[config.mk]
export PLATFORM = sky130hd
export DESIGN_NAME = rc_channel_conditioner
export DESIGN_NICKNAME = d
export VERILOG_FILES = /design/src/rcc_pkg.sv /design/src/rc_channel_conditioner.sv /design/src/rcc_cfg_regs.sv /design/src/rcc_ctrl.sv /design/src/rcc_datapath.sv
export SDC_FILE = /design/constraint.sdc
export NUM_CORES = 1
export LEC_CHECK = 0
export BUFFER_PORTS_ARGS = -buffer_cell sky130_fd_sc_hd__buf_2
export CAP_MARGIN = 10
export CORE_ASPECT_RATIO = 0.5
export CORE_MARGIN = 10
export CORE_UTILIZATION = 31
export DETAILED_ROUTE_END_ITERATION = 10
export GPL_ROUTABILITY_DRIVEN = 0
export HOLD_SLACK_MARGIN = 0.12
export SLEW_MARGIN = 25
export SYNTH_ARGS = -nofsm -noshare
export SYNTH_HDL_FRONTEND = slang
export SYNTH_SLANG_ARGS = --single-unit
[constraint.sdc]
create_clock -name clk_i -period 8.3 [get_ports clk_i]
set_clock_uncertainty 0.05 [all_clocks]
set_input_delay 0.415 -clock clk_i [delete_from_list [all_inputs] [get_ports clk_i]]
set_output_delay 0.415 -clock clk_i [all_outputs]
set_load 0.02 [all_outputs]
[src/rcc_pkg.sv]
// Shared types, constants and register codes for the RC channel conditioner.
package rcc_pkg;

  // Field widths
  localparam int unsigned SAMPLE_BITS = 12;
  localparam int unsigned MASK_BITS   = 16;
  localparam int unsigned GAIN_BITS   = 9;
  localparam int unsigned CHAN_BITS   = 5;
  localparam int unsigned SW_BITS     = 2;
  localparam int unsigned NORM_BITS   = 16;
  localparam int unsigned CFG_IDX_BITS  = 3;
  localparam int unsigned CFG_DATA_BITS = 12;

  // Filter arithmetic
  localparam int unsigned PROD_BITS = SAMPLE_BITS + GAIN_BITS;
  localparam logic [GAIN_BITS-1:0] GAIN_ONE = 9'd256;

  // Reset value of the kept pulse width (failsafe)
  localparam logic [SAMPLE_BITS-1:0] FAILSAFE_WIDTH = 12'd1500;

  // Switch position thresholds
  localparam logic [SAMPLE_BITS-1:0] SWITCH_LOW_EDGE  = 12'd1250;
  localparam logic [SAMPLE_BITS-1:0] SWITCH_HIGH_EDGE = 12'd1750;

  // Normalisation: Q2.14 quotient, 15 magnitude bits once saturation is ruled out
  localparam int unsigned QUOT_BITS = 15;
  localparam int unsigned DIV_STEPS = QUOT_BITS;
  localparam int unsigned CNT_BITS  = 4;
  localparam logic signed [NORM_BITS-1:0] NORM_MAX = 16'sh7FFF;
  localparam logic signed [NORM_BITS-1:0] NORM_MIN = 16'sh8000;

  // Register reset values
  localparam logic [SAMPLE_BITS-1:0] RST_ZERO_POINT = 12'd1500;
  localparam logic [SAMPLE_BITS-1:0] RST_FULL_SCALE = 12'd2000;
  localparam logic [GAIN_BITS-1:0]   RST_GAIN       = 9'd128;
  localparam logic [CHAN_BITS-1:0]   RST_CHANNEL    = 5'd1;
  localparam logic [SAMPLE_BITS-1:0] RST_LOW_LIMIT  = 12'd800;
  localparam logic [SAMPLE_BITS-1:0] RST_HIGH_LIMIT = 12'd2200;

  // Switch position codes
  localparam logic [SW_BITS-1:0] SW_LOW  = 2'd0;
  localparam logic [SW_BITS-1:0] SW_MID  = 2'd1;
  localparam logic [SW_BITS-1:0] SW_HIGH = 2'd2;

  // Register indices
  typedef enum logic [CFG_IDX_BITS-1:0] {
    REG_ZERO_POINT  = 3'd0,
    REG_FULL_SCALE  = 3'd1,
    REG_FILTER_EN   = 3'd2,
    REG_FILTER_GAIN = 3'd3,
    REG_CHANNEL_IDX = 3'd4,
    REG_LOW_LIMIT   = 3'd5,
    REG_HIGH_LIMIT  = 3'd6
  } reg_index_e;

  // Input item
  typedef struct packed {
    logic [SAMPLE_BITS-1:0] pulse_width;
    logic [MASK_BITS-1:0]   failure_mask_in;
  } in_item_t;

  // Result item
  typedef struct packed {
    logic [SAMPLE_BITS-1:0]      channel_value;
    logic [MASK_BITS-1:0]        failure_mask_out;
    logic [SW_BITS-1:0]          switch_position;
    logic signed [NORM_BITS-1:0] normalized_value;
    logic                        normalize_error;
  } out_item_t;

  // Configuration register set
  typedef struct packed {
    logic [SAMPLE_BITS-1:0] zero_point;
    logic [SAMPLE_BITS-1:0] full_scale_point;
    logic                   filter_enable;
    logic [GAIN_BITS-1:0]   filter_gain;
    logic [CHAN_BITS-1:0]   channel_index;
    logic [SAMPLE_BITS-1:0] low_limit;
    logic [SAMPLE_BITS-1:0] high_limit;
  } cfg_t;

  // Controller to datapath commands
  typedef struct packed {
    logic load;
    logic filt_mul;
    logic filt_sum;
    logic check;
    logic div_step;
    logic write_out;
  } ctl_cmd_t;

  // Datapath to controller status
  typedef struct packed {
    logic skip_div;
  } dp_status_t;

endpackage

[src/rc_channel_conditioner.sv]
// Top level of the RC channel conditioner: config registers, controller, datapath.
//
//  channel  direction  handshake            payload
//  in       sink       in_valid_i/in_stall_o     in_data_i  (rcc_pkg::in_item_t)
//  out      source     out_valid_o/out_stall_i   out_data_o (rcc_pkg::out_item_t)
//  cfg      sink       cfg_valid_i/cfg_ready_o   cfg_index_i, cfg_data_i
//
// One item at a time: the next input transfer waits until the result is written.
// The filter adds its multiply and sum states; the 15-step restoring divider
// dominates. A saturated or invalid normalisation skips the divider.
// The result register holds a finished result while the next item is taken.
// Reset restores register defaults and a kept value of 1500; no clearing pass.
module rc_channel_conditioner (
  input  logic                              clk_i,
  input  logic                              rst_ni,
  input  logic                              in_valid_i,
  output logic                              in_stall_o,
  input  rcc_pkg::in_item_t                 in_data_i,
  output logic                              out_valid_o,
  input  logic                              out_stall_i,
  output rcc_pkg::out_item_t                out_data_o,
  input  logic                              cfg_valid_i,
  output logic                              cfg_ready_o,
  input  logic [rcc_pkg::CFG_IDX_BITS-1:0]  cfg_index_i,
  input  logic [rcc_pkg::CFG_DATA_BITS-1:0] cfg_data_i
);

  rcc_pkg::cfg_t       cfg;
  rcc_pkg::ctl_cmd_t   cmd;
  rcc_pkg::dp_status_t status;

  // Configuration registers
  rcc_cfg_regs u_cfg (
    .clk_i       (clk_i),
    .rst_ni      (rst_ni),
    .cfg_valid_i (cfg_valid_i),
    .cfg_ready_o (cfg_ready_o),
    .cfg_index_i (cfg_index_i),
    .cfg_data_i  (cfg_data_i),
    .cfg_o       (cfg)
  );

  // Controller
  rcc_ctrl u_ctrl (
    .clk_i           (clk_i),
    .rst_ni          (rst_ni),
    .in_valid_i      (in_valid_i),
    .in_stall_o      (in_stall_o),
    .out_valid_o     (out_valid_o),
    .out_stall_i     (out_stall_i),
    .filter_enable_i (cfg.filter_enable),
    .status_i        (status),
    .cmd_o           (cmd)
  );

  // Datapath
  rcc_datapath u_dp (
    .clk_i      (clk_i),
    .rst_ni     (rst_ni),
    .cfg_i      (cfg),
    .in_data_i  (in_data_i),
    .cmd_i      (cmd),
    .status_o   (status),
    .out_data_o (out_data_o)
  );

endmodule

[src/rcc_cfg_regs.sv]
// Configuration register file with write decode and reset values.
module rcc_cfg_regs (
  input  logic                              clk_i,
  input  logic                              rst_ni,
  input  logic                              cfg_valid_i,
  output logic                              cfg_ready_o,
  input  logic [rcc_pkg::CFG_IDX_BITS-1:0]  cfg_index_i,
  input  logic [rcc_pkg::CFG_DATA_BITS-1:0] cfg_data_i,
  output rcc_pkg::cfg_t                     cfg_o
);

  rcc_pkg::cfg_t cfg_q;
  rcc_pkg::cfg_t cfg_d;

  // Writes are always taken
  assign cfg_ready_o = 1'b1;

  // Write decode; unused indices are dropped
  always_comb begin
    cfg_d = cfg_q;
    if (cfg_valid_i) begin
      unique case (cfg_index_i)
        rcc_pkg::REG_ZERO_POINT:  cfg_d.zero_point       = cfg_data_i[rcc_pkg::SAMPLE_BITS-1:0];
        rcc_pkg::REG_FULL_SCALE:  cfg_d.full_scale_point = cfg_data_i[rcc_pkg::SAMPLE_BITS-1:0];
        rcc_pkg::REG_FILTER_EN:   cfg_d.filter_enable    = cfg_data_i[0];
        rcc_pkg::REG_FILTER_GAIN: cfg_d.filter_gain      = cfg_data_i[rcc_pkg::GAIN_BITS-1:0];
        rcc_pkg::REG_CHANNEL_IDX: cfg_d.channel_index    = cfg_data_i[rcc_pkg::CHAN_BITS-1:0];
        rcc_pkg::REG_LOW_LIMIT:   cfg_d.low_limit        = cfg_data_i[rcc_pkg::SAMPLE_BITS-1:0];
        rcc_pkg::REG_HIGH_LIMIT:  cfg_d.high_limit       = cfg_data_i[rcc_pkg::SAMPLE_BITS-1:0];
        default: ;
      endcase
    end
  end

  always_ff @(posedge clk_i or negedge rst_ni) begin
    if (!rst_ni) begin
      cfg_q.zero_point       <= rcc_pkg::RST_ZERO_POINT;
      cfg_q.full_scale_point <= rcc_pkg::RST_FULL_SCALE;
      cfg_q.filter_enable    <= 1'b0;
      cfg_q.filter_gain      <= rcc_pkg::RST_GAIN;
      cfg_q.channel_index    <= rcc_pkg::RST_CHANNEL;
      cfg_q.low_limit        <= rcc_pkg::RST_LOW_LIMIT;
      cfg_q.high_limit       <= rcc_pkg::RST_HIGH_LIMIT;
    end else begin
      cfg_q <= cfg_d;
    end
  end

  assign cfg_o = cfg_q;

endmodule

[src/rcc_ctrl.sv]
// Sequencing state machine: input transfer, filter, range check, divide, result.
module rcc_ctrl (
  input  logic                clk_i,
  input  logic                rst_ni,
  input  logic                in_valid_i,
  output logic                in_stall_o,
  output logic                out_valid_o,
  input  logic                out_stall_i,
  input  logic                filter_enable_i,
  input  rcc_pkg::dp_status_t status_i,
  output rcc_pkg::ctl_cmd_t   cmd_o
);

  typedef enum logic [2:0] {
    S_IDLE,
    S_FILT_MUL,
    S_FILT_SUM,
    S_CHECK,
    S_DIV,
    S_WRITE
  } state_e;

  state_e                          state_q;
  logic [rcc_pkg::CNT_BITS-1:0]    count_q;
  logic                            out_valid_q;
  logic                            slot_free;
  logic                            div_last;

  // Output register can take a new result when empty or being emptied
  assign slot_free  = !out_valid_q || !out_stall_i;
  assign div_last   = (count_q == rcc_pkg::CNT_BITS'(rcc_pkg::DIV_STEPS - 1));
  assign in_stall_o = (state_q != S_IDLE);

  // Command decode
  always_comb begin
    cmd_o = '0;
    unique case (state_q)
      S_IDLE:     cmd_o.load      = in_valid_i;
      S_FILT_MUL: cmd_o.filt_mul  = 1'b1;
      S_FILT_SUM: cmd_o.filt_sum  = 1'b1;
      S_CHECK:    cmd_o.check     = 1'b1;
      S_DIV:      cmd_o.div_step  = 1'b1;
      S_WRITE:    cmd_o.write_out = slot_free;
      default:    cmd_o = '0;
    endcase
  end

  // State, step counter and output valid
  always_ff @(posedge clk_i or negedge rst_ni) begin
    if (!rst_ni) begin
      state_q     <= S_IDLE;
      count_q     <= '0;
      out_valid_q <= 1'b0;
    end else begin
      if (cmd_o.write_out) begin
        out_valid_q <= 1'b1;
      end else if (!out_stall_i) begin
        out_valid_q <= 1'b0;
      end
      unique case (state_q)
        S_IDLE: begin
          if (in_valid_i) begin
            state_q <= filter_enable_i ? S_FILT_MUL : S_CHECK;
          end
        end
        S_FILT_MUL: state_q <= S_FILT_SUM;
        S_FILT_SUM: state_q <= S_CHECK;
        S_CHECK: begin
          count_q <= '0;
          state_q <= status_i.skip_div ? S_WRITE : S_DIV;
        end
        S_DIV: begin
          count_q <= count_q + 1'b1;
          if (div_last) begin
            state_q <= S_WRITE;
          end
        end
        S_WRITE: begin
          if (slot_free) begin
            state_q <= S_IDLE;
          end
        end
        default: state_q <= S_IDLE;
      endcase
    end
  end

  assign out_valid_o = out_valid_q;

endmodule

[src/rcc_datapath.sv]
// Datapath: kept value, low-pass filter, range and switch checks,
// restoring divider for normalisation, result register.
module rcc_datapath (
  input  logic                clk_i,
  input  logic                rst_ni,
  input  rcc_pkg::cfg_t       cfg_i,
  input  rcc_pkg::in_item_t   in_data_i,
  input  rcc_pkg::ctl_cmd_t   cmd_i,
  output rcc_pkg::dp_status_t status_o,
  output rcc_pkg::out_item_t  out_data_o
);

  localparam int unsigned SB = rcc_pkg::SAMPLE_BITS;
  localparam int unsigned MB = rcc_pkg::MASK_BITS;
  localparam int unsigned GB = rcc_pkg::GAIN_BITS;
  localparam int unsigned PB = rcc_pkg::PROD_BITS;
  localparam int unsigned QB = rcc_pkg::QUOT_BITS;

  logic [SB-1:0]  kept_q, kept_d;
  logic [SB-1:0]  sample_q;
  logic [MB-1:0]  mask_q;
  logic [PB-1:0]  prod_q;
  logic [SB-1:0]  den_q;
  logic [SB:0]    rem_q;
  logic [QB-1:0]  quot_q;
  logic           neg_q, sat_q, err_q;
  logic [rcc_pkg::SW_BITS-1:0] sw_q;
  rcc_pkg::out_item_t out_q;

  logic [GB-1:0]  gain;
  logic [PB:0]    filt_sum;
  logic [SB:0]    diff, den;
  logic [SB-1:0]  abs_diff;
  logic           den_pos, sat;
  logic           fail;
  logic [MB-1:0]  chan_bit;
  logic [rcc_pkg::SW_BITS-1:0] sw;
  logic [SB:0]    trial;
  logic           qbit;
  logic [SB-1:0]  rem_next;
  logic signed [rcc_pkg::NORM_BITS-1:0] norm;

  // Gain above one is treated as one
  assign gain = (cfg_i.filter_gain > rcc_pkg::GAIN_ONE) ? rcc_pkg::GAIN_ONE : cfg_i.filter_gain;

  // Second filter term added to the registered first term
  assign filt_sum = {1'b0, prod_q} + (PB + 1)'(gain * sample_q);

  // Kept value update: raw on load with the filter off, or filtered over the multiply and sum steps
  always_comb begin
    kept_d = kept_q;
    if (cmd_i.load && !cfg_i.filter_enable) begin
      kept_d = in_data_i.pulse_width;
    end else if (cmd_i.filt_sum) begin
      kept_d = filt_sum[SB+7:8];
    end
  end

  // Normalisation set-up: numerator magnitude, sign, divisor and saturation
  assign diff     = {1'b0, kept_q} - {1'b0, cfg_i.zero_point};
  assign abs_diff = diff[SB] ? SB'(-diff) : diff[SB-1:0];
  assign den      = {1'b0, cfg_i.full_scale_point} - {1'b0, cfg_i.zero_point};
  assign den_pos  = !den[SB] && (den != '0);
  // |diff| >= 2*den means the Q2.14 quotient reaches 2.0 and saturates
  assign sat      = ({1'b0, abs_diff} >= {den[SB-1:0], 1'b0});
  assign status_o.skip_div = !den_pos || sat;

  // Range check and failure bit decode
  assign fail = (kept_q > cfg_i.high_limit) || (kept_q < cfg_i.low_limit);
  always_comb begin
    for (int j = 0; j < MB; j++) begin
      chan_bit[j] = fail && (cfg_i.channel_index == rcc_pkg::CHAN_BITS'(j + 1));
    end
  end

  // Switch position
  always_comb begin
    priority if (kept_q < rcc_pkg::SWITCH_LOW_EDGE) begin
      sw = rcc_pkg::SW_LOW;
    end else if (kept_q < rcc_pkg::SWITCH_HIGH_EDGE) begin
      sw = rcc_pkg::SW_MID;
    end else begin
      sw = rcc_pkg::SW_HIGH;
    end
  end

  // One restoring divide step; remainder is kept pre-shifted
  assign qbit     = (rem_q >= {1'b0, den_q});
  assign trial    = rem_q - {1'b0, den_q};
  assign rem_next = qbit ? trial[SB-1:0] : rem_q[SB-1:0];

  // Final normalised value
  always_comb begin
    priority if (err_q) begin
      norm = '0;
    end else if (sat_q) begin
      norm = neg_q ? rcc_pkg::NORM_MIN : rcc_pkg::NORM_MAX;
    end else if (neg_q) begin
      norm = -$signed({1'b0, quot_q});
    end else begin
      norm = $signed({1'b0, quot_q});
    end
  end

  // Kept value state
  always_ff @(posedge clk_i or negedge rst_ni) begin
    if (!rst_ni) begin
      kept_q <= rcc_pkg::FAILSAFE_WIDTH;
    end else begin
      kept_q <= kept_d;
    end
  end

  // Working registers
  always_ff @(posedge clk_i) begin
    if (cmd_i.load) begin
      sample_q <= in_data_i.pulse_width;
      mask_q   <= in_data_i.failure_mask_in;
    end
    if (cmd_i.filt_mul) begin
      prod_q <= PB'((rcc_pkg::GAIN_ONE - gain) * kept_q);
    end
    if (cmd_i.check) begin
      mask_q <= mask_q | chan_bit;
      sw_q   <= sw;
      neg_q  <= diff[SB];
      sat_q  <= sat;
      err_q  <= !den_pos;
      den_q  <= den[SB-1:0];
      rem_q  <= {1'b0, abs_diff};
      quot_q <= '0;
    end
    if (cmd_i.div_step) begin
      rem_q  <= {rem_next, 1'b0};
      quot_q <= {quot_q[QB-2:0], qbit};
    end
  end

  // Result register
  always_ff @(posedge clk_i) begin
    if (cmd_i.write_out) begin
      out_q.channel_value    <= kept_q;
      out_q.failure_mask_out <= mask_q;
      out_q.switch_position  <= sw_q;
      out_q.normalized_value <= norm;
      out_q.normalize_error  <= err_q;
    end
  end

  assign out_data_o = out_q;

endmodule

==> flow_metrics.py <==
metrics = {
    "synth": {
        "synth_area_leaders": "edfxtp_1 21%, fa_1 20%, ha_1 10%",
        "syn_inst": 1936,
        "ys_top_cells_by_count": "339 x inv_1, 194 x fa_1, 194 x nand2_1, 156 x ha_1, 139 x edfxtp_1",
        "yosysTopAreaCellShare_pct": 21.39,
        "synth_edf_count": 139,
        "yosysUniqueCellTypes": 70,
        "ys.flop_type": "edfxtp_1",
        "yosysMostFrequentCell": "inv_1",
        "yosysTopAreaCell": "edfxtp_1",
        "ys_warn_count": 0,
        "seq_area_frac_synth_pct": 32.32,
        "ys_ff_latch": 223,
        "ys_async_sr_fraction_pct": 37.22,
        "syn-cell-area_um2": 19510,
        "syn_area_per_cell_um2": 10.08,
    },
    "grt": {
        "globalRouteTotalUtil_pct": 12.69,
        "antenna_found_initial": 0,
        "grt_max_degree": 66,
        "grt_pass1_wl_mm": 76.62,
        "grt_pass1_vias": 14130,
        "overflow": 0,
    },
    "route": {
        "dr_total_vias": 13650,
        "firstDrtPassIters": 5,
        "ant_nets": 0,
        "vias_per_cell": 4.696,
        "wl_per_cell_um": 16.09,
        "drt_iter0_drc": 722,
        "finalWirelength_mm": 46.77,
        "drc_errors": 0,
    },
    "worst_setup_path": {
        "cpPeakStageDelay_ps": 870,
        "ff2ff_path_depth": 27,
        "path_class": "register to register",
        "r2r_setup_slack_ps": 900,
        "reg2reg_to": "u_dp.prod_q[19]",
        "cpMostUsedCell": "inv_1",
        "critPathCaptureType": "register",
        "path_max_fanout": 24,
        "crit_arrival_ps": 7660,
        "crit_path_start_kind": "register",
        "rr_startpoint": "u_cfg.cfg_o[37]",
        "worst_path_max_delay_cell": "nor2b_1",
        "worstPathRequired_ps": 8560,
    },
    "sta": {
        "setup_tns_ps": 0,
        "finalCritPeriodShare_pct": 89.13,
        "finalHoldViolCount": 0,
        "max_freq_mhz": 135.2,
        "drv_slew": 0,
        "setup_viol": 0,
        "post-route-min-period_ps": 7398,
        "rsz0062_at_grt": "no",
        "slew_headroom_pct": 30.69,
        "setup_ws_ps": 902.4,
        "tightestPinTransition_ps": 1037,
    },
    "finish": {
        "seq_area_um2": 6307,
        "stdcell_count": 2906,
        "fill_cells": 6129,
        "nets": 2460,
        "utilization_pct": 35.99,
        "multiInputGateArea_um2": 11770,
        "areaGrowthSynthToFinish_pct": 13.88,
        "drive_gt1_share_pct": 12.50,
    },
    "floorplanning": {
        "die_width_um": 374.8,
        "coreArea_um2": 61740,
        "initial_core_util_pct": 31.60,
        "boundaryPins": 98,
        "rows": 64,
        "die-area_um2": 73990,
        "die_h_um": 197.4,
    },
    "place": {
        "port_buffers": 96,
        "dp_hpwl_mm": 36.14,
        "dp.cells": 2830,
        "dp_slack_ps": 986.5,
    },
    "worst_hold_path": {
        "min_to": "u_dp.mask_q[7]",
        "hold_depth": 3,
        "hold_class": "input pin to register",
        "hp-start": "in_data_i[7]",
    },
    "clock_network": {
        "cts_buffers": 25,
        "clk_pin_slew_ps": 60,
        "cts_buffer_depth": 3,
        "clk_latency_ps": 570,
        "h-tree-depth": 1,
        "cts_setup_buffers": 0,
        "cts.root.buffer_cell": "clkbuf_16",
        "cts_tree": "done",
        "cts.sinks": 223,
    },
    "outcome": {
        "outcome": "finished clean",
    },
    "job": {
        "maxCapViolations": 0,
    },
}
[cell usage in the layout, fill, tap and decap left out, types with 12 or more instances in the layout]
| cell type | instances |
|---|---|
| buf_2 | 95 |
| xor2_1 | 20 |
| nor2b_1 | 21 |
| inv_1 | 338 |
| a21oi_1 | 62 |
| and2_1 | 92 |
| o21ai_0 | 52 |
| dfstp_2 | 29 |
| mux2i_1 | 16 |
| ha_1 | 156 |
| nand2_1 | 194 |
| nand2b_1 | 13 |
| clkbuf_16 | 25 |
| xnor2_1 | 63 |
| dlygate4sd3_1 | 30 |
| and3_1 | 17 |
| fa_1 | 194 |
| o22ai_1 | 15 |
| buf_4 | 23 |
| nor2_1 | 108 |
| dfrtp_1 | 54 |
| nand4_1 | 14 |
| a31oi_1 | 12 |
| mux2_2 | 52 |
| conb_1 | 20 |
| nor3_1 | 23 |
| nor3b_1 | 13 |
| edfxtp_1 | 139 |
| nand3_1 | 13 |
| o21a_1 | 12 |
| o22a_1 | 12 |
| a21o_1 | 15 |
[state kept, by name, indices dropped and copies added, names as in the netlist]
register / count
u_ctrl.state_q: 3
u_dp.sample_q: 12
u_dp.kept_q: 12
u_ctrl.count_q: 4
u_dp.err_q: 1
u_dp.rem_q: 13
u_dp.prod_q: 20
u_dp.den_q: 12
u_ctrl.out_valid_o: 1
u_dp.quot_q: 15
u_dp.mask_q: 16
u_dp.sw_q: 2
u_cfg.cfg_o: 63
u_dp.out_data_o: 47
u_dp.neg_q: 1
u_dp.sat_q: 1
[cell families after synthesis]
kind of cell             after synthesis  synth area share [%]
buffers and inverters                407                 7.868
adder cells (fa/ha/maj)              350                 29.91
flip-flops                           223                 32.32
XOR/XNOR                              83                 3.726
AO/OA/AOI/OAI                        254                 8.541
AND/OR/NAND/NOR                      549                 13.77
multiplexers                          68                 3.822
other                                  2               0.03849
[per-stage QoR]
step                hold slack [ps]  area [um^2]
floorplan                     69.41        19580
global placement              288.8        21020
detailed placement            288.0        21040
CTS                           122.6        22220
global route                  148.4        22220
finish                        139.9        22220
[final cells by class]
type,instances,share of cell area [%]
Multi-Input combinational cell,1324,52.98
Sequential cell,223,28.38
Inverter,339,5.726
Tap cell,825,4.645
Timing Repair Buffer,149,4.319
Clock buffer,29,2.928
Clock inverter,16,1.008
Antenna cell,1,0.01126
[worst max path at each step]
stage	start	endpoint	slack, ps	cells past startpoint
3_3_place_gp	u_cfg.cfg_o[37]	u_dp.prod_q[19]	1110	27
6_report	u_cfg.cfg_o[37]	u_dp.prod_q[19]	900	27
2_1_floorplan	u_cfg.cfg_o[37]	u_dp.prod_q[19]	1870	28
5_1_grt	u_cfg.cfg_o[37]	u_dp.prod_q[19]	410	27
3_5_place_dp	u_cfg.cfg_o[37]	u_dp.prod_q[19]	990	27
4_1_cts	u_cfg.cfg_o[37]	u_dp.prod_q[19]	950	27
[per-layer routing]
metal,up-vias,global-route usage [%],share of wire (%)
met5,-,0,0
met4,0,3.214,2.6
met3,57,1.703,3.9
met2,233,21.95,48
met1,6777,16.65,45
li1,6580,-,-
[critical path: cells and delay by family, from the launching register on]
| kind | cells | cell delay [ps] |
|---|---|---|
| flops | 1 | 670 |
| compound gates | 3 | 760 |
| xor+xnor | 2 | 250 |
| simple gates | 8 | 1600 |
| buf+inv | 7 | 610 |
| fa+ha+maj | 7 | 3180 |
[what timing repair did]
action | 4_1_cts | 5_1_grt
hold buffers | 30 | 0
hold endpoints to repair | 65 | 0
gates resized for setup | 0 | 0
Power is left out: the tool's default activity adds up to more than one toggle a clock period on the data nets, which glitch-free logic cannot reach.
